<file path="src/hw/rtl/dbeq_pkg.sv">
// shared types, constants and event checks for the double-buffered event queue
// no dependencies; imported by dbeq_store, dbeq_ctrl, double_buffered_event_queue and the testbench
`default_nettype none

package dbeq_pkg;

    // built capacity of one bank and the widths that follow from the field list
    localparam int CAPACITY      = 256;
    localparam int PAYLOAD_BYTES = 16;
    localparam int IDX_W         = 8;
    localparam int CNT_W         = 9;
    localparam int ADDR_W        = IDX_W + 1;
    localparam int DEPTH         = 2 * CAPACITY;
    localparam int SIZE_W        = 5;

    localparam logic [CNT_W-1:0] CAP_MAX = CNT_W'(CAPACITY);

    // request codes carried in tuser
    typedef enum logic [1:0] {
        MODE_APPEND  = 2'd0,
        MODE_PUBLISH = 2'd1,
        MODE_READ    = 2'd2,
        MODE_CONSUME = 2'd3
    } mode_t;

    // event kind codes
    localparam logic [2:0] KIND_HEAL           = 3'd0;
    localparam logic [2:0] KIND_STATUS_APPLIED = 3'd1;
    localparam logic [2:0] KIND_STATUS_EXPIRED = 3'd2;
    localparam logic [2:0] KIND_DEATH          = 3'd3;

    // one stored event
    typedef struct packed {
        logic [63:0] tick;
        logic [63:0] payload_hi;
        logic [63:0] payload_lo;
        logic [2:0]  kind;
    } entry_t;

    // memory request from the controller
    typedef struct packed {
        logic              wr_en;
        logic              rd_en;
        logic [ADDR_W-1:0] addr;
        entry_t            wdata;
    } mem_cmd_t;

    // everything of a result except the entry data
    typedef struct packed {
        logic             ok;
        logic             rd_hit;
        logic [IDX_W-1:0] ordinal;
        logic [CNT_W-1:0] read_count;
        logic [CNT_W-1:0] write_room;
    } result_t;

    // payload byte count that each kind must declare, zero for unknown kinds
    function automatic logic [SIZE_W-1:0] kind_size(input logic [2:0] kind);
        logic [SIZE_W-1:0] sz;
        case (kind)
            KIND_HEAL:           sz = SIZE_W'(8);
            KIND_STATUS_APPLIED: sz = SIZE_W'(16);
            KIND_STATUS_EXPIRED: sz = SIZE_W'(8);
            KIND_DEATH:          sz = SIZE_W'(8);
            default:             sz = '0;
        endcase
        return sz;
    endfunction

    // kind known, size matches, bytes past the size are zero
    function automatic logic event_ok(input logic [2:0] kind, input logic [SIZE_W-1:0] size,
                                      input logic [63:0] hi);
        logic [SIZE_W-1:0] need;
        logic              good;
        need = kind_size(kind);
        good = (need != '0) && (32'(need) <= PAYLOAD_BYTES) && (size == need);
        if (need == SIZE_W'(8) && hi != '0)
        begin
            good = 1'b0;
        end
        return good;
    endfunction

endpackage

`default_nettype wire

</file>
<file path="src/hw/rtl/dbeq_ctrl.sv">
// bank control: counts, bank select, capacity register, event checks and memory requests
// depends on dbeq_pkg
`default_nettype none

module dbeq_ctrl (
    input  wire logic                   clk,
    input  wire logic                   rst_n,
    input  wire logic                   accept,
    input  wire logic [1:0]             mode,
    input  wire logic [63:0]            tick,
    input  wire logic [2:0]             ev_kind,
    input  wire logic [4:0]             decl_size,
    input  wire logic [63:0]            payload_lo,
    input  wire logic [63:0]            payload_hi,
    input  wire logic [7:0]             entry_index,
    input  wire logic                   cfg_wr_en,
    input  wire logic [8:0]             cfg_wr_data,
    output dbeq_pkg::mem_cmd_t          cmd,
    output dbeq_pkg::result_t           res
);
    import dbeq_pkg::*;

    logic [CNT_W-1:0] cap_reg, cap_next;
    logic             rbs_reg, rbs_next;
    logic [CNT_W-1:0] count_reg [2];
    logic [CNT_W-1:0] count_next [2];

    logic             wb;
    logic [CNT_W-1:0] c_w;
    logic [CNT_W-1:0] c_r;
    logic [CNT_W-1:0] c_wn;

    // capacity write, clipped to the built size
    assign cap_next = (cfg_wr_data > CAP_MAX) ? CAP_MAX : cfg_wr_data;

    // state registers
    always_ff @(posedge clk or negedge rst_n)
    begin
        if (!rst_n)
        begin
            cap_reg      <= CAP_MAX;
            rbs_reg      <= 1'b0;
            count_reg[0] <= '0;
            count_reg[1] <= '0;
        end
        else
        begin
            if (cfg_wr_en)
            begin
                cap_reg <= cap_next;
            end
            rbs_reg      <= rbs_next;
            count_reg[0] <= count_next[0];
            count_reg[1] <= count_next[1];
        end
    end

    assign wb  = ~rbs_reg;
    assign c_w = count_reg[wb];
    assign c_r = count_reg[rbs_reg];

    // request decode and count update
    always_comb
    begin
        count_next[0]    = count_reg[0];
        count_next[1]    = count_reg[1];
        rbs_next         = rbs_reg;
        cmd.wr_en        = 1'b0;
        cmd.rd_en        = 1'b0;
        cmd.addr         = '0;
        cmd.wdata.tick       = tick;
        cmd.wdata.payload_hi = payload_hi;
        cmd.wdata.payload_lo = payload_lo;
        cmd.wdata.kind       = ev_kind;
        res.ok           = 1'b0;
        res.rd_hit       = 1'b0;
        res.ordinal      = '0;
        if (accept)
        begin
            case (mode_t'(mode))
                MODE_APPEND:
                begin
                    if (event_ok(ev_kind, decl_size, payload_hi) &&
                        (c_w < cap_reg) && (c_w < CAP_MAX))
                    begin
                        cmd.wr_en      = 1'b1;
                        cmd.addr       = {wb, c_w[IDX_W-1:0]};
                        count_next[wb] = c_w + CNT_W'(1);
                        res.ok         = 1'b1;
                        res.ordinal    = c_w[IDX_W-1:0];
                    end
                end
                MODE_PUBLISH:
                begin
                    if (c_r == '0)
                    begin
                        rbs_next            = wb;
                        count_next[rbs_reg] = '0;
                        res.ok              = 1'b1;
                    end
                end
                MODE_READ:
                begin
                    if ({1'b0, entry_index} < c_r)
                    begin
                        cmd.rd_en   = 1'b1;
                        cmd.addr    = {rbs_reg, entry_index};
                        res.ok      = 1'b1;
                        res.rd_hit  = 1'b1;
                        res.ordinal = entry_index;
                    end
                end
                MODE_CONSUME:
                begin
                    count_next[rbs_reg] = '0;
                    res.ok              = 1'b1;
                end
                default:
                begin
                end
            endcase
        end
        // counts as they stand after the request
        c_wn           = count_next[~rbs_next];
        res.read_count = count_next[rbs_next];
        res.write_room = (cap_reg > c_wn) ? (cap_reg - c_wn) : '0;
    end

endmodule

`default_nettype wire

</file>
<file path="config.mk">
export PLATFORM = sky130hd
export DESIGN_NAME = dbeq_ctrl
export DESIGN_NICKNAME = d
export VERILOG_FILES = /design/src/hw/rtl/dbeq_pkg.sv /design/src/hw/rtl/dbeq_ctrl.sv
export SDC_FILE = /design/constraint.sdc
export NUM_CORES = 1
export LEC_CHECK = 0
export ABC_AREA = 1
export BUFFER_PORTS_ARGS = -buffer_cell sky130_fd_sc_hd__buf_2
export CORE_AREA = 2 2 176 178
export DETAILED_ROUTE_END_ITERATION = 12
export DIE_AREA = 0 0 178 180
export GPL_ROUTABILITY_DRIVEN = 1
export HOLD_SLACK_MARGIN = 0.12
export PLACE_DENSITY = 0.53
export SLEW_MARGIN = 20
export SYNTH_ARGS = -nofsm -noshare
export SYNTH_HDL_FRONTEND = slang
export SYNTH_SLANG_ARGS = --single-unit
</file>
<file path="constraint.sdc">
create_clock -name clk -period 8.85 [get_ports clk]
set_input_delay 0 -clock clk [delete_from_list [all_inputs] [get_ports clk]]
set_output_delay 0 -clock clk [all_outputs]
set_load 0.01 [all_outputs]
</file>
## Word-level counts from Yosys, hierarchy flattened

Index checks and enable logic that the tools add are counted.

| word-level totals | value |
|---|---|
| register bits | 28 |
| input port bits | 223 |
| output and inout bits | 234 |
| logic and storage cells | 93 |

| cells by class | value |
|---|---|
| add/subtract/negate cells | 2 |
| order comparisons | 12 |
| equal/unequal tests | 8 |
| multiplexer cells | 46 |
| bitwise logic cells | 8 |
| reduce and logical (&&, ||, !) cells | 13 |

Operators with widths:

| operator | count |
|---|---|
| 2-to-1 mux 9 bit | 17 |
| nonzero test 64 bit | 1 |
| 2-to-1 mux 18 bit | 3 |
| case mux 18 bit (3 select lines) | 1 |
| 2-to-1 mux 10 bit | 3 |
| AND 18 bit | 1 |
| bitwise mux 18 bit | 1 |
| demux 9 bit (select 1 bit) | 2 |
| inverter 18 bit | 1 |
| case mux 9 bit (2 select lines) | 1 |
| case mux 8 bit (2 select lines) | 1 |
| 2-to-1 mux 1 bit | 11 |
| 2-to-1 mux 11 bit | 1 |
| 2-to-1 mux 5 bit | 2 |
| case mux 5 bit (2 select lines) | 1 |
| adder 9 x 1 -> 9 bit, second input constant | 1 |
| > comparator 9 bit | 1 |
| > comparator 9 bit, second input constant | 1 |
| zero test 9 bit | 1 |
| less-than comparator 8 x 9 -> 1 bit | 1 |
| less-than comparator 9 bit | 1 |
| less-than comparator 9 bit, second input constant | 1 |
| subtractor 9 bit | 1 |
| greater-or-equal comparator 2 bit, second input constant | 4 |
| 17 further kinds | 30 |

## Longest topological paths before layout

Gate-level depths: netlist of the first run.

| logic depth | value |
|---|---|
| word-level depth | 21 |
| depth in mapped cells | 31 |

## Worst setup path after synthesis of the first run

No wires, ideal clock.

| timing path | value |
|---|---|
| path kind | register to output |
| from | register rbs_reg |
| to | output port res[0] in the netlist's numbering |
| arrival time | 3,486 ps |
| required time | 8,850 ps |
| slack | 5,364 ps |
| cell stages (with the launch flop) | 25 |
| cell sequence | dfrtp_1 > buf_6 > buf_6 > o21ai_2 > ha_1 > a21oi_1 > nand2_1 > nand2_1 > nand3_1 > nor2_2 > nand2_2 > inv_2 > nand3_1 > nand2_1 > nand2_1 > inv_1 > o21ai_1 > ha_1 > nand2_1 > nor2_1 > nand3_1 > o2111ai_1 > o21ai_1 > or2_2 > inv_1 |

RTL lines:

| what | line | text |
|---|---|---|
| from (decl) | dbeq_ctrl.sv:24 | `logic rbs_reg, rbs_next;` |
| from (signal assigned) | dbeq_ctrl.sv:52 | `rbs_reg <= rbs_next;` |
| to (decl) | dbeq_ctrl.sv:19 | `output dbeq_pkg::result_t res` |

==> summary.md, run 1 <==
| Metric | Value |
|---|---|
| Status | `complete, no violations` |
| Seq/Total Area, Yosys | `0.1333` |
| Port buffer count | `200` |
| Routed vias | `5419` |
| Fin Hold WS | `0.1247 ns` |
| Asr flop ratio synth | `1.000` |
| Total power | `0.9714 mW` |
| Max-cap violations | `0` |
| GRT overflow | `0` |
| Placed Cells | `1205` |
| Placer congestion estimate | `0.9183` |
| Crit share post-route | `0.5332` |
| Footprint of the multi-input gates | `2571 sq um` |
| YS warnings | `0` |
| Worst vdd ir | `0.1303 mV` |
| Syn_nets | `1081` |
| Critical Path Source | `rbs_reg$_DFF_PN0_` |
| Syn avg cell area | `6.350 sq um` |
| Relative slew slack | `0.3935` |
| First-pass GRT wire length | `31190 um` |
| Core Util, Final | `0.2180` |
| Critical-path maximum fanout | `53` |
| Vias/cell | `4.020` |
| Synth unique cells | `43` |
| Tot GR Track Use | `0.1276` |
| Largest net degree at the start of global routing | `54` |
| Number of global-route vias before repair | `5066` |
| Switching part of the total | `0.5165` |
| Final setup vio count | `0` |
| Share of layout cells above drive strength 1 | `0.2489` |
| Pre-CTS setup slack | `4.485 ns` |
| Internal | `0.4696 mW` |
| Root buf cell | `clkbuf_16` |
| CTS Buffer Depth | `2` |
| Number of flip-flops in the largest register | `18` |
| Tmin final | `4.719 ns` |
| TritonCTS buffer count | `3` |
| ANT nets after route | `0` |
| Fillers | `3468` |
| Setup tns final | `0 ns` |
| Worst-Margin Slew | `0.9064 ns` |
| Post-route DRC | `0` |
| Site Rows | `64` |
| Core area | `30190 sq um` |
| Num ports | `457` |
| Sequential Area | `701.9 sq um` |
| Crit Path Category | `flip-flop to primary output` |
| Logic pwr share | `0.742` |
| LEAKAGE | `3.316 nW` |
| R2r startpoint | `rbs_reg$_DFF_PN0_` |
| Die width | `178 um` |
| Top_reg_cell synth | `dfrtp_1` |
| Starting Density | `0.1744` |
| Commonest non-fill, non-tap cell in the layout | `buf_2` |
| Power density cells | `147.6 nW/um^2` |
| DR WL/cell | `16.47 um` |
| CP endpoint | `res[0]` |
| Area delta synth->final | `25.03%` |
| Final-report hold violation count | `0` |
| Final Slew Violations | `0` |
| Final setup margin | `4.131 ns` |
| Setup Skew | `0.003237 ns` |
| Fmax | `211.9 MHz` |
| RSZ-0062 raised after global routing | `false` |
| Ant diodes | `0` |
| Clk pwr share | `0.107` |
| Clock Latency Late Sink | `0.26 ns` |
| Commonest non-fill, non-tap cells in the layout | `buf_2 (200), nand2_1 (174), dlygate4sd3_1 (139), nor2_1 (89), inv_1 (82)` |
| Post-CTS Resized | `0` |
| Detailed placement HPWL | `18310 um` |
| H-tree depth | `1` |
| Reg2Reg Depth | `13` |
| Cell Area, Synth | `5264 sq um` |
| FF+latch count, synth | `28` |
| Clock slew at reported path FFs | `0.07 ns` |
| Switching pwr | `0.5018 mW` |
| Antenna violations before repair | `1` |
| Placed cell area | `5111 sq um` |
| Die Y | `180 um` |
| Sequential share of power | `0.151` |
| Hold Path Class | `input pin to flip-flop` |
| CP required | `8.85 ns` |
| NumNets Final | `1205` |
| Post-route cell area | `6581 sq um` |
| Crit. End Element | `primary output` |
| Final WL | `22210 um` |
| CP arrival | `4.72 ns` |
| CTS tree | `done` |
| Crit path launch type | `flip-flop` |
| Die Area | `32040 sq um` |
| R2R setup slack | `5.95 ns` |
| Iter 0 DRT Violations | `261` |
| CTS sink count | `28` |
| Synth Instances | `829` |
| TritonRoute pass-1 iters | `7` |
| Post-synth EDFFs | `0` |
| Reg2Reg Capture Point | `count_reg[7]$_DFF_PN0_` |
| Non-filler cells, final | `1348` |
[critical path, cell delays in order, from the launching register on]
cell and delay (ns):
dfrtp_1 0.33, buf_4 0.47, nand2_1 0.12, o21ai_2 0.20, ha_1 0.33, a21oi_1 0.14, nor2_1 0.07, nor3_1 0.17
nand2_1 0.08, nor2_1 0.16, nand2_1 0.14, nor2_4 0.25, nand3_1 0.18, nand2_1 0.16, o21ai_1 0.09, ha_1 0.39
nand2_1 0.09, nor2_1 0.13, nand3_1 0.09, o2111ai_1 0.09, o21ai_1 0.23, or2_2 0.35, inv_1 0.05, buf_2 0.12
[power by group through the flow]
stage          combinational (mW)  sequential (mW)  clock [mW]
6_report                    0.721            0.146       0.104
5_1_grt                     0.805            0.148       0.112
4_1_cts                     0.723            0.146       0.108
3_5_place_dp                0.646            0.149           0
3_3_place_gp                0.654            0.149           0
2_1_floorplan               0.554            0.146           0
[cell type report]
| cell class | instances | share of cell area |
|---|---|---|
| multi-input combinational | 493 | 0.3907 |
| timing repair buffer | 340 | 0.3646 |
| inverter | 87 | 0.05076 |
| clock buffer | 4 | 0.01198 |
| tap | 396 | 0.07529 |
| sequential | 28 | 0.1067 |
[metal layers]
metal / vias up / track usage / part of all wire
met5: - / 0 / 0.00059
met4: 2 / 0.02721 / 0.015
met3: 14 / 0.01036 / 0.065
met2: 257 / 0.2344 / 0.51
met1: 2466 / 0.1602 / 0.41
li1: 2680 / - / -
[repair_timing]
item | in CTS | in global routing
hold buffers | 139 | 0
endpoints found under the hold margin | 164 | 0
setup buffers | 0 | 0
[kinds of logic (layout without fill, tap and decap cells)]
kind of cell | count (synthesis) | count (layout) | synth area share
compound gates | 101 | 101 | 0.1105
buf+inv | 308 | 431 | 0.3782
fa+ha+maj | 29 | 29 | 0.07036
xor+xnor | 9 | 9 | 0.01854
flops | 28 | 28 | 0.1334
simple gates | 354 | 354 | 0.2890
[cells in the mapped netlist, types with 2 or more instances]
master	n	area, sq um
buf_4	204	1531
nand2_1	174	653.1
nor2_1	89	334.1
inv_1	82	307.8
nand3_1	57	285.3
ha_1	28	350.3
dfrtp_1	27	675.7
a21oi_1	26	130.1
o21ai_0	24	120.1
o21ai_1	22	110.1
a22oi_1	8	60.06
nand4_1	7	43.79
o21ai_2	7	61.31
buf_2	6	30.03
nand2_2	6	37.54
buf_6	5	56.30
clkbuf_1	5	18.77
xnor2_1	5	43.79
nor2_2	4	25.02
nor3_2	4	40.04
o211ai_1	4	30.03
a31oi_1	3	18.77
nand3_2	3	30.03
o22ai_1	3	18.77
xor2_1	3	26.28
inv_2	2	7.510
nand3b_1	2	15.01
o21bai_1	2	15.01
or2_2	2	12.51
or4_1	2	15.01
[worst min-delay path by stage]
stage | start | endpoint | slack (ns) | cells past startpoint
final | cfg_wr_en | cap_reg[8]$_DFFE_PN1P_ | 0.12 | 2
after global routing | cfg_wr_en | cap_reg[3]$_DFFE_PN0P_ | 0.14 | 2
after CTS | cfg_wr_en | cap_reg[3]$_DFFE_PN0P_ | 0.13 | 2
after detailed placement | tick[9] | cmd[140] | 0.00007 | 0
after global placement | tick[9] | cmd[140] | 0.00007 | 0
after floorplan | rst_n | cap_reg[0]$_DFFE_PN0P_ | -0.30 | 0
No activity file was read; power rests on OpenSTA's default activity.
==> run 2, diff against run 1 <==
--- a/config.mk
+++ b/config.mk
@@ -12,7 +12,7 @@
 export DIE_AREA = 0 0 178 180
 export GPL_ROUTABILITY_DRIVEN = 1
 export HOLD_SLACK_MARGIN = 0.12
-export PLACE_DENSITY = 0.53
+export PLACE_DENSITY = 0.55
 export SLEW_MARGIN = 20
 export SYNTH_ARGS = -nofsm -noshare
 export SYNTH_HDL_FRONTEND = slang
==> constraint.sdc (replaced) <==
create_clock -name clk -period 4.1 [get_ports clk]
set_input_delay 0 -clock clk [delete_from_list [all_inputs] [get_ports clk]]
set_output_delay 0 -clock clk [all_outputs]
set_load 0.01 [all_outputs]
==> run 2 against run 1 <==
Against the previous run: cell count up 3.6%; setup slack worse by 4.1 ns; combinational power rose to 3.0 times the previous value; clock-buffer cell count stayed put; sequential power up 130%; hold slack gained 0.0087 ns; critical path depth up 1; clock power grew 140%; via count is 6.4% higher; critical path type unchanged; die area unchanged; first-iteration DRC count increased by 27%.
==> summary.md, run 2 (same netlist as run 1, synthesis figures left out) <==
| Metric | Value |
|---|---|
| Hold Path Class | `input pin to flip-flop (unchanged)` |
| Die width | `178 um (unchanged)` |
| H-tree depth | `1 (unchanged)` |
| Met1 Track Usage GR | `0.1566 (was 0.1602)` |
| NumNets Final | `1253 (was 1205)` |
| RSZ-0062 raised after global routing | `true (was false)` |
| Tmin final | `4.028 ns` |
| Max-cap violations | `0 (unchanged)` |
| Commonest non-fill, non-tap cell in the layout | `buf_2 (unchanged)` |
| Placer congestion estimate | `0.9074 (was 0.9183)` |
| Number of flip-flops in the largest register | `18 (unchanged)` |
| Crit. End Element | `primary output (unchanged)` |
| Core area | `30190 sq um (unchanged)` |
| Worst-Margin Slew | `0.6847 ns (was 0.9064 ns)` |
| Fmax | `248.2 MHz` |
| Clock slew at reported path FFs | `0.07 ns (about the same)` |
| GR Util met2 | `0.2474 (was 0.2344)` |
| Critical-path maximum fanout | `8 (was 53)` |
| Status | `complete, no violations (unchanged)` |
| Detailed placement HPWL | `18990 um (was 18310 um)` |
| Relative slew slack | `0.5435 (was 0.3935)` |
| Largest net degree at the start of global routing | `32 (was 54)` |
| CP required | `4.10 ns (was 8.85 ns)` |
| CTS Buffer Depth | `2 (unchanged)` |
| Power density cells | `365.9 nW/um^2 (was 147.6 nW/um^2)` |
| Final WL | `23540 um (was 22210 um)` |
| Share of layout cells above drive strength 1 | `0.3610 (was 0.2489)` |
| Crit share post-route | `0.9825` |
| Setup Skew | `0.003791 ns (was 0.003237 ns)` |
| Total power | `2.763 mW (was 0.9714 mW)` |
| Final-report hold violation count | `0 (unchanged)` |
| Die Y | `180 um (unchanged)` |
| Number of global-route vias before repair | `5345 (was 5066)` |
| CTS sink count | `28 (unchanged)` |
| Antenna violations before repair | `3 (was 1)` |
| CTS tree | `done (unchanged)` |
| Clock Latency Late Sink | `0.27 ns (was 0.26 ns)` |
| Setup tns final | `0 ns (unchanged)` |
| DR WL/cell | `16.85 um (was 16.47 um)` |
| Busiest grt layer | `met2 (unchanged)` |
| Site Rows | `64 (unchanged)` |
| Iter 0 DRT Violations | `332 (was 261)` |
| Area delta synth->final | `43.48% (was 25.03%)` |
| Final Slew Violations | `0 (unchanged)` |
| Commonest non-fill, non-tap cells in the layout | `buf_2 (199), nand2_1 (145), dlygate4sd3_1 (144), nor2_1 (80), inv_1 (78) (was buf_2 (200), nand2_1 (174), dlygate4sd3_1 (139), nor2_1 (89), inv_1 (82))` |
| Die Area | `32040 sq um (unchanged)` |
| TritonCTS buffer count | `3 (unchanged)` |
| Tot GR Track Use | `0.1311 (was 0.1276)` |
| Final setup vio count | `0 (unchanged)` |
| ANT nets after route | `0 (unchanged)` |
| Worst vdd ir | `0.4268 mV (was 0.1303 mV)` |
| Post-route DRC | `0 (unchanged)` |
| GR Util met3 | `0.01058 (was 0.01036)` |
| Crit path launch type | `flip-flop (unchanged)` |
| LEAKAGE | `3.679 nW (was 3.316 nW)` |
| First-pass GRT wire length | `31940 um (was 31190 um)` |
| Port buffer count | `200 (unchanged)` |
| Starting Density | `0.1744 (unchanged)` |
| Vias/cell | `4.128 (was 4.020)` |
| Root buf cell | `clkbuf_16 (unchanged)` |
| Num ports | `457 (unchanged)` |
| TritonRoute pass-1 iters | `6 (was 7)` |
| Routed vias | `5767 (was 5419)` |
| CP arrival | `4.03 ns (was 4.72 ns)` |
| Crit Path Category | `flip-flop to primary output (unchanged)` |
| GRT overflow | `0 (unchanged)` |
run 2: cell count changes in the layout (fill, tap and decap cells not counted), moves of 9 or more:
cell / delta
ha_1: -12
ha_4: +11
nand2_2: +22
buf_4: +31
nor2_1: -9
nand2_1: -29
run 2: final cells by class:
| class | instances | area (sq um) |
|---|---|---|
| inverter | 87 | 346.6 |
| clock buffer | 4 | 88.84 |
| fill | 3386 | 22640 |
| sequential | 28 | 703.2 |
| antenna | 1 | 2.502 |
| multi-input combinational | 493 | 3043 |
| tap | 396 | 495.5 |
| timing repair buffer | 388 | 2873 |
run 2: through the flow:
step / area [sq um] / hold slack (ns) / util / instances / setup WS [ns]
after floorplan: 5264 / -0.2956 / - / 829 / 0.6139
after global placement: 5266 / 0.00006862 / 0.1744 / 1224 / 0.1512
after detailed placement: 5266 / 0.00006862 / 0.1744 / 1224 / 0.1552
after CTS: 6854 / 0.1286 / 0.2270 / 1373 / -0.01075
after global routing: 7550 / 0.1751 / 0.2501 / 1396 / -0.1611
final: 7552 / 0.1333 / 0.2502 / 1397 / 0.07169
run 2: worst max-delay path: stages (launching register included):
cell       delay, ns
dfrtp_2         0.48
buf_12          0.18
o21ai_2         0.28
ha_1            0.29
nand2_1         0.09
nor2_2          0.05
nand3_1         0.10
nand3_2         0.11
nor2_4          0.14
nand2_4         0.12
buf_6           0.16
buf_6           0.10
nand2_2         0.04
nand4_1         0.13
nand3_1         0.13
o21ai_1         0.07
ha_1            0.33
nand2_2         0.09
nor2_2          0.13
nand3_1         0.09
o2111ai_2       0.10
o21ai_4         0.13
or2_4           0.26
inv_2           0.05
buf_6           0.09
run 2: path summary, 6_finish.rpt:
| kind | start | end | slack [ns] | cells past startpoint |
|---|---|---|---|---|
| setup / recovery | rbs_reg$_DFF_PN0_ | res[0] | 0.07 | 24 |
| hold / removal | cfg_wr_en | cap_reg[5]$_DFFE_PN0P_ | 0.13 | 2 |
| setup reg to reg | rbs_reg$_DFF_PN0_ | count_reg[0]$_DFF_PN0_ | 1.55 | 14 |
| hold reg to reg | count_reg[4]$_DFF_PN0_ | count_reg[4]$_DFF_PN0_ | 0.53 | 2 |
| max in group asynchronous | rst_n | rbs_reg$_DFF_PN0_ | 3.30 | 2 |
| min in group asynchronous | rst_n | count_reg[12]$_DFF_PN0_ | 0.31 | 2 |
run 2: per-layer routing:
metal	wire length, um	part of all wire
met1	9192	0.39
met2	12460	0.53
met3	1367	0.058
met4	499	0.021
met5	17	0.00072
run 2: repair_timing:
| action | in CTS | in global routing |
|---|---|---|
| endpoints found under the hold margin | 164 | 0 |
| setup endpoints to repair | 6 | 9 |
| hold buffers | 144 | 0 |
| buffers inserted | 1 | 21 |
| pin swaps | 1 | 49 |
| cloned | 0 | 2 |
| resized for setup | 11 | 113 |
run 2: power by group:
group | switching (mW) | leakage (nW) | internal (mW)
sequential | 0.0356 | 0.366 | 0.299
combinational | 1.20 | 3.27 | 0.979
clock | 0.0970 | 0.0442 | 0.150
==> run 3, diff against run 2 <==
--- a/config.mk
+++ b/config.mk
@@ -5,14 +5,14 @@
 export SDC_FILE = /design/constraint.sdc
 export NUM_CORES = 1
 export LEC_CHECK = 0
-export ABC_AREA = 1
+export ABC_AREA = 0
 export BUFFER_PORTS_ARGS = -buffer_cell sky130_fd_sc_hd__buf_2
 export CORE_AREA = 2 2 176 178
 export DETAILED_ROUTE_END_ITERATION = 12
 export DIE_AREA = 0 0 178 180
 export GPL_ROUTABILITY_DRIVEN = 1
 export HOLD_SLACK_MARGIN = 0.12
-export PLACE_DENSITY = 0.55
+export PLACE_DENSITY = 0.53
 export SLEW_MARGIN = 20
 export SYNTH_ARGS = -nofsm -noshare
 export SYNTH_HDL_FRONTEND = slang
==> constraint.sdc (replaced) <==
create_clock -name clk -period 3.5 [get_ports clk]
set_input_delay 0 -clock clk [delete_from_list [all_inputs] [get_ports clk]]
set_output_delay 0 -clock clk [all_outputs]
set_load 0.01 [all_outputs]
==> run 3 against run 2 <==
Against the previous run: setup slack got worse by 1.1 ns; hold slack got worse by 0.016 ns; largest power group unchanged; via count decreased by 5.2%; critical endpoint is now res[7]; the flow now finishes with violations (negative setup slack); largest cell class is now non-clock buffers; area after synthesis decreased by 10%; sequential share of layout area fell by 0.62 points; routed wire length rose by 15%.
==> summary.md, run 3 <==
| Metric | Value |
|---|---|
| Critical-path maximum fanout | `5 (was 8)` |
| Setup Skew | `0.01394 ns (was 0.003791 ns)` |
| Setup tns final | `-9.582 ns (was 0 ns)` |
| Failing checks | `negative setup slack` |
| Fillers | `3225 (was 3386)` |
| Die width | `178 um (unchanged)` |
| Syn avg cell area | `8.034 sq um (was 6.350 sq um)` |
| Area delta synth->final | `71.66% (was 43.48%)` |
| DR WL/cell | `20.69 um (was 16.85 um)` |
| Vias/cell | `4.180 (was 4.128)` |
| Synth Instances | `587 (was 829)` |
| Clock Latency Late Sink | `0.27 ns (about the same)` |
| Switching pwr | `1.003 mW (was 1.336 mW)` |
| Antenna violations before repair | `20 (was 3)` |
| Hold Path Class | `input pin to flip-flop (unchanged)` |
| Die Y | `180 um (unchanged)` |
| Count leader, synth | `buf_4 (unchanged)` |
| Max incr delay on CP | `0.43 ns (was 0.48 ns)` |
| Top_reg_cell synth | `dfrtp_1 (unchanged)` |
| Core Util, Final | `0.2682 (was 0.2502)` |
| CP required | `3.50 ns (was 4.10 ns)` |
| Die Area | `32040 sq um (unchanged)` |
| Crit. End Element | `primary output (unchanged)` |
| Post-route DRC | `0 (unchanged)` |
| Final setup vio count | `10 (was 0)` |
| CTS sink count | `28 (unchanged)` |
| Final WL | `27060 um (was 23540 um)` |
| Port buffer count | `200 (unchanged)` |
| CP arrival | `4.57 ns (was 4.03 ns)` |
| Core area | `30190 sq um (unchanged)` |
| Critical Path, Cell by Cell | `buf_6, buf_6, mux2i_4, inv_2, ha_4, a21oi_4, nor2_2, nor4b_4, nand4_2, a221o_1, a22o_1, mux2_4, ha_4, nor2b_4, o21ai_2, a21oi_2, o211ai_1, a21boi_2, o31ai_4, buf_6, nor3_4, buf_2 (was buf_12, o21ai_2, ha_1, nand2_1, nor2_2, nand3_1, nand3_2, nor2_4, nand2_4, buf_6, buf_6, nand2_2, nand4_1, nand3_1, o21ai_1, ha_1, nand2_2, nor2_2, nand3_1, o2111ai_2, o21ai_4, or2_4, inv_2, buf_6)` |
| Site Rows | `64 (unchanged)` |
| CP dominant cell by count | `buf_6` |
| Post-synth EDFFs | `0 (unchanged)` |
| Num ports | `457 (unchanged)` |
| Total power | `2.533 mW (was 2.763 mW)` |
| Final Slew Violations | `0 (unchanged)` |
| Delay-heaviest family, CP | `compound AO/OA/AOI/OAI gates (was simple AND/OR/NAND/NOR gates)` |
| Cell accounting for the most synthesized area | `buf_4 (unchanged)` |
| H-tree depth | `1 (unchanged)` |
| Root buf cell | `clkbuf_16 (unchanged)` |
| RSZ-0062 raised after global routing | `true (unchanged)` |
| CTS Buffer Depth | `2 (unchanged)` |
| Tmin final | `4.568 ns` |
| Crit share post-route | `1.305` |
| NumNets Final | `1157 (was 1253)` |
| Share of layout cells above drive strength 1 | `0.5210 (was 0.3610)` |
| Largest net degree at the start of global routing | `29 (was 32)` |
| Switching part of the total | `0.3959 (was 0.4835)` |
| TritonRoute pass-1 iters | `5 (was 6)` |
| Cell Area, Synth | `4716 sq um (was 5264 sq um)` |
| Number of global-route vias before repair | `5430 (was 5345)` |
| TritonCTS buffer count | `3 (unchanged)` |
| Footprint of the multi-input gates | `2726 sq um (was 3043 sq um)` |
| Synth top cells by count | `buf_4 (204), nor2_1 (33), ha_1 (28), nand2_1 (28), dfrtp_1 (27) (was buf_4 (204), nand2_1 (174), nor2_1 (89))` |
| Relative slew slack | `0.5125 (was 0.5435)` |
| Clock slew at reported path FFs | `0.08 ns (was 0.07 ns)` |
| Internal | `1.530 mW (was 1.427 mW)` |
| Syn_nets | `839 (was 1081)` |
| Number of flip-flops in the largest register | `18 (unchanged)` |
| Synth top area share | `0.3248 (was 0.2909)` |
| ANT nets after route | `0 (unchanged)` |
| Max-cap violations | `0 (unchanged)` |
| CP Buf/Inv Count | `5 (unchanged)` |
| Clk pwr share | `0.140 (was 0.089)` |
| Seq/Total Area, Yosys | `0.1488 (was 0.1333)` |
| Commonest non-fill, non-tap cell in the layout | `buf_2 (unchanged)` |
| Worst vdd ir | `0.2895 mV (was 0.4268 mV)` |
| Detailed placement HPWL | `22690 um (was 18990 um)` |
| Asr flop ratio synth | `1.000 (unchanged)` |
| Crit Path Category | `flip-flop to primary output (unchanged)` |
| Synth area leaders | `buf_4 (32%), dfrtp_1 (14%), ha_1 (7.4%) (was buf_4 (29%), dfrtp_1 (13%), nand2_1 (12%))` |
| YS warnings | `0 (unchanged)` |
| GRT overflow | `0 (unchanged)` |
| Starting Density | `0.1562 (was 0.1744)` |
| Crit path launch type | `flip-flop (unchanged)` |
| Final-report hold violation count | `0 (unchanged)` |
| LEAKAGE | `3.932 nW (was 3.679 nW)` |
| Tot GR Track Use | `0.1566 (was 0.1311)` |
| Power density cells | `312.9 nW/um^2 (was 365.9 nW/um^2)` |
| Slowest CP cell | `dfrtp_2 (unchanged)` |
| Fmax | `218.9 MHz` |
| Worst-Margin Slew | `0.7313 ns (was 0.6847 ns)` |
| Logic pwr share | `0.717 (was 0.790)` |
| Placer congestion estimate | `0.8952 (was 0.9074)` |
| FF+latch count, synth | `28 (unchanged)` |
| CTS tree | `done (unchanged)` |
| Iter 0 DRT Violations | `284 (was 332)` |
| Routed vias | `5468 (was 5767)` |
| Commonest non-fill, non-tap cells in the layout | `buf_2 (199), buf_4 (162), dlygate4sd3_1 (149), dfrtp_1 (26), nand2_1 (25) (was buf_2 (199), nand2_1 (145), dlygate4sd3_1 (144), nor2_1 (80), inv_1 (78))` |
| Sequential share of power | `0.143 (was 0.121)` |
| Synth unique cells | `70 (was 43)` |
| Sequential Area | `703.2 sq um (unchanged)` |
| Final setup margin | `-1.068 ns (was 0.07169 ns)` |
| First-pass GRT wire length | `36650 um (was 31940 um)` |
| Status | `finished, violations left (was complete, no violations)` |
-- run 3: changes by cell type after synthesis, sizes merged, moves of 10 or more --
| cell | previous run | this run |
|---|---|---|
| mux2 | 0 | 10 |
| o21ai | 53 | 21 |
| nand2 | 180 | 28 |
| nand3 | 60 | 8 |
| a22o | 0 | 11 |
| nor4 | 0 | 22 |
| mux2i | 0 | 18 |
| inv | 86 | 26 |
| nor2 | 94 | 33 |
-- run 3: per-layer routing --
layer,global-route usage,routed length [um],up-vias
met5,0,126,-
met4,0.009180,213,18
met3,0.07445,3394,38
met2,0.2558,12540,312
met1,0.1952,10790,2597
li1,-,-,2503
-- run 3: power groups by stage --
| stage | Clock, mW | Sequential (mW) | Combinational [mW] |
|---|---|---|---|
| 2_1_floorplan | 0 | 0.363 | 0.867 |
| 3_3_place_gp | 0 | 0.373 | 1.22 |
| 3_5_place_dp | 0 | 0.375 | 1.22 |
| 4_1_cts | 0.363 | 0.361 | 1.70 |
| 5_1_grt | 0.370 | 0.365 | 1.94 |
| 6_report | 0.354 | 0.363 | 1.82 |
-- run 3: per-stage QoR --
stage	std cells	cell area [sq um]	setup WS, ns	hold slack, ns
floorplan	587	4856	-0.6834	-0.2956
global placement	1114	5874	-0.8165	0.00006862
detailed placement	1114	5874	-0.9068	0.00006862
CTS	1297	7846	-1.071	0.1218
global route	1302	8080	-1.236	0.1554
finish	1308	8095	-1.068	0.1171
-- run 3: what timing repair did --
item | 4_1_cts | 5_1_grt
buffers inserted | 29 | 6
cloned | 1 | 0
endpoints found under the setup margin | 16 | 24
pin swaps | 21 | 31
hold endpoints to repair | 164 | 0
hold buffers | 149 | 0
gates resized for setup | 28 | 45
-- run 3: layout make-up --
| class | count | area share |
|---|---|---|
| inverter | 27 | 0.01252 |
| clock inverter | 1 | 0.003709 |
| antenna | 8 | 0.002473 |
| multi-input combinational | 316 | 0.3368 |
| timing repair buffer | 529 | 0.4872 |
| tap | 396 | 0.06121 |
| sequential | 28 | 0.08686 |
| clock buffer | 3 | 0.009274 |
-- run 3: kinds of logic (layout without fill, tap and decap cells) --
kind of cell             after synthesis  after routing  share of synthesized area
buffers and inverters                243            560                     0.3587
AND/OR/NAND/NOR                      148            148                     0.1751
AO/OA/AOI/OAI                        101            101                     0.1573
adder cells (fa/ha/maj)               29             29                    0.07854
multiplexers                          28             28                    0.06288
flip-flops                            28             28                     0.1488
XOR/XNOR                              10             10                    0.01857
other                                  0              8                          0
-- run 3: worst paths after layout --
kind,start,to,slack (ns),depth (start not counted)
setup / recovery,rbs_reg$_DFF_PN0_,res[7],-1.07,22
hold / removal,cfg_wr_en,cap_reg[7]$_DFFE_PN0P_,0.12,2
setup reg to reg,rbs_reg$_DFF_PN0_,count_reg[1]$_DFF_PN0_,0.51,16
hold reg to reg,cap_reg[7]$_DFFE_PN0P_,cap_reg[7]$_DFFE_PN0P_,0.70,3
max in group asynchronous,rst_n,rbs_reg$_DFF_PN0_,2.67,2
min in group asynchronous,rst_n,count_reg[2]$_DFF_PN0_,0.32,2
-- run 3: worst register-to-register path, cell delays in order (launching register included) --
cell and delay, ns:
dfrtp_2 0.43, buf_6 0.12, buf_6 0.11, mux2i_4 0.23, inv_2 0.08, ha_4 0.25
a21oi_4 0.12, nor2_2 0.06, nor4b_4 0.30, nand4_2 0.15, a221o_1 0.40, a2bb2oi_2 0.19
buf_4 0.13, buf_4 0.09, buf_4 0.09, buf_4 0.12, inv_1 0.04
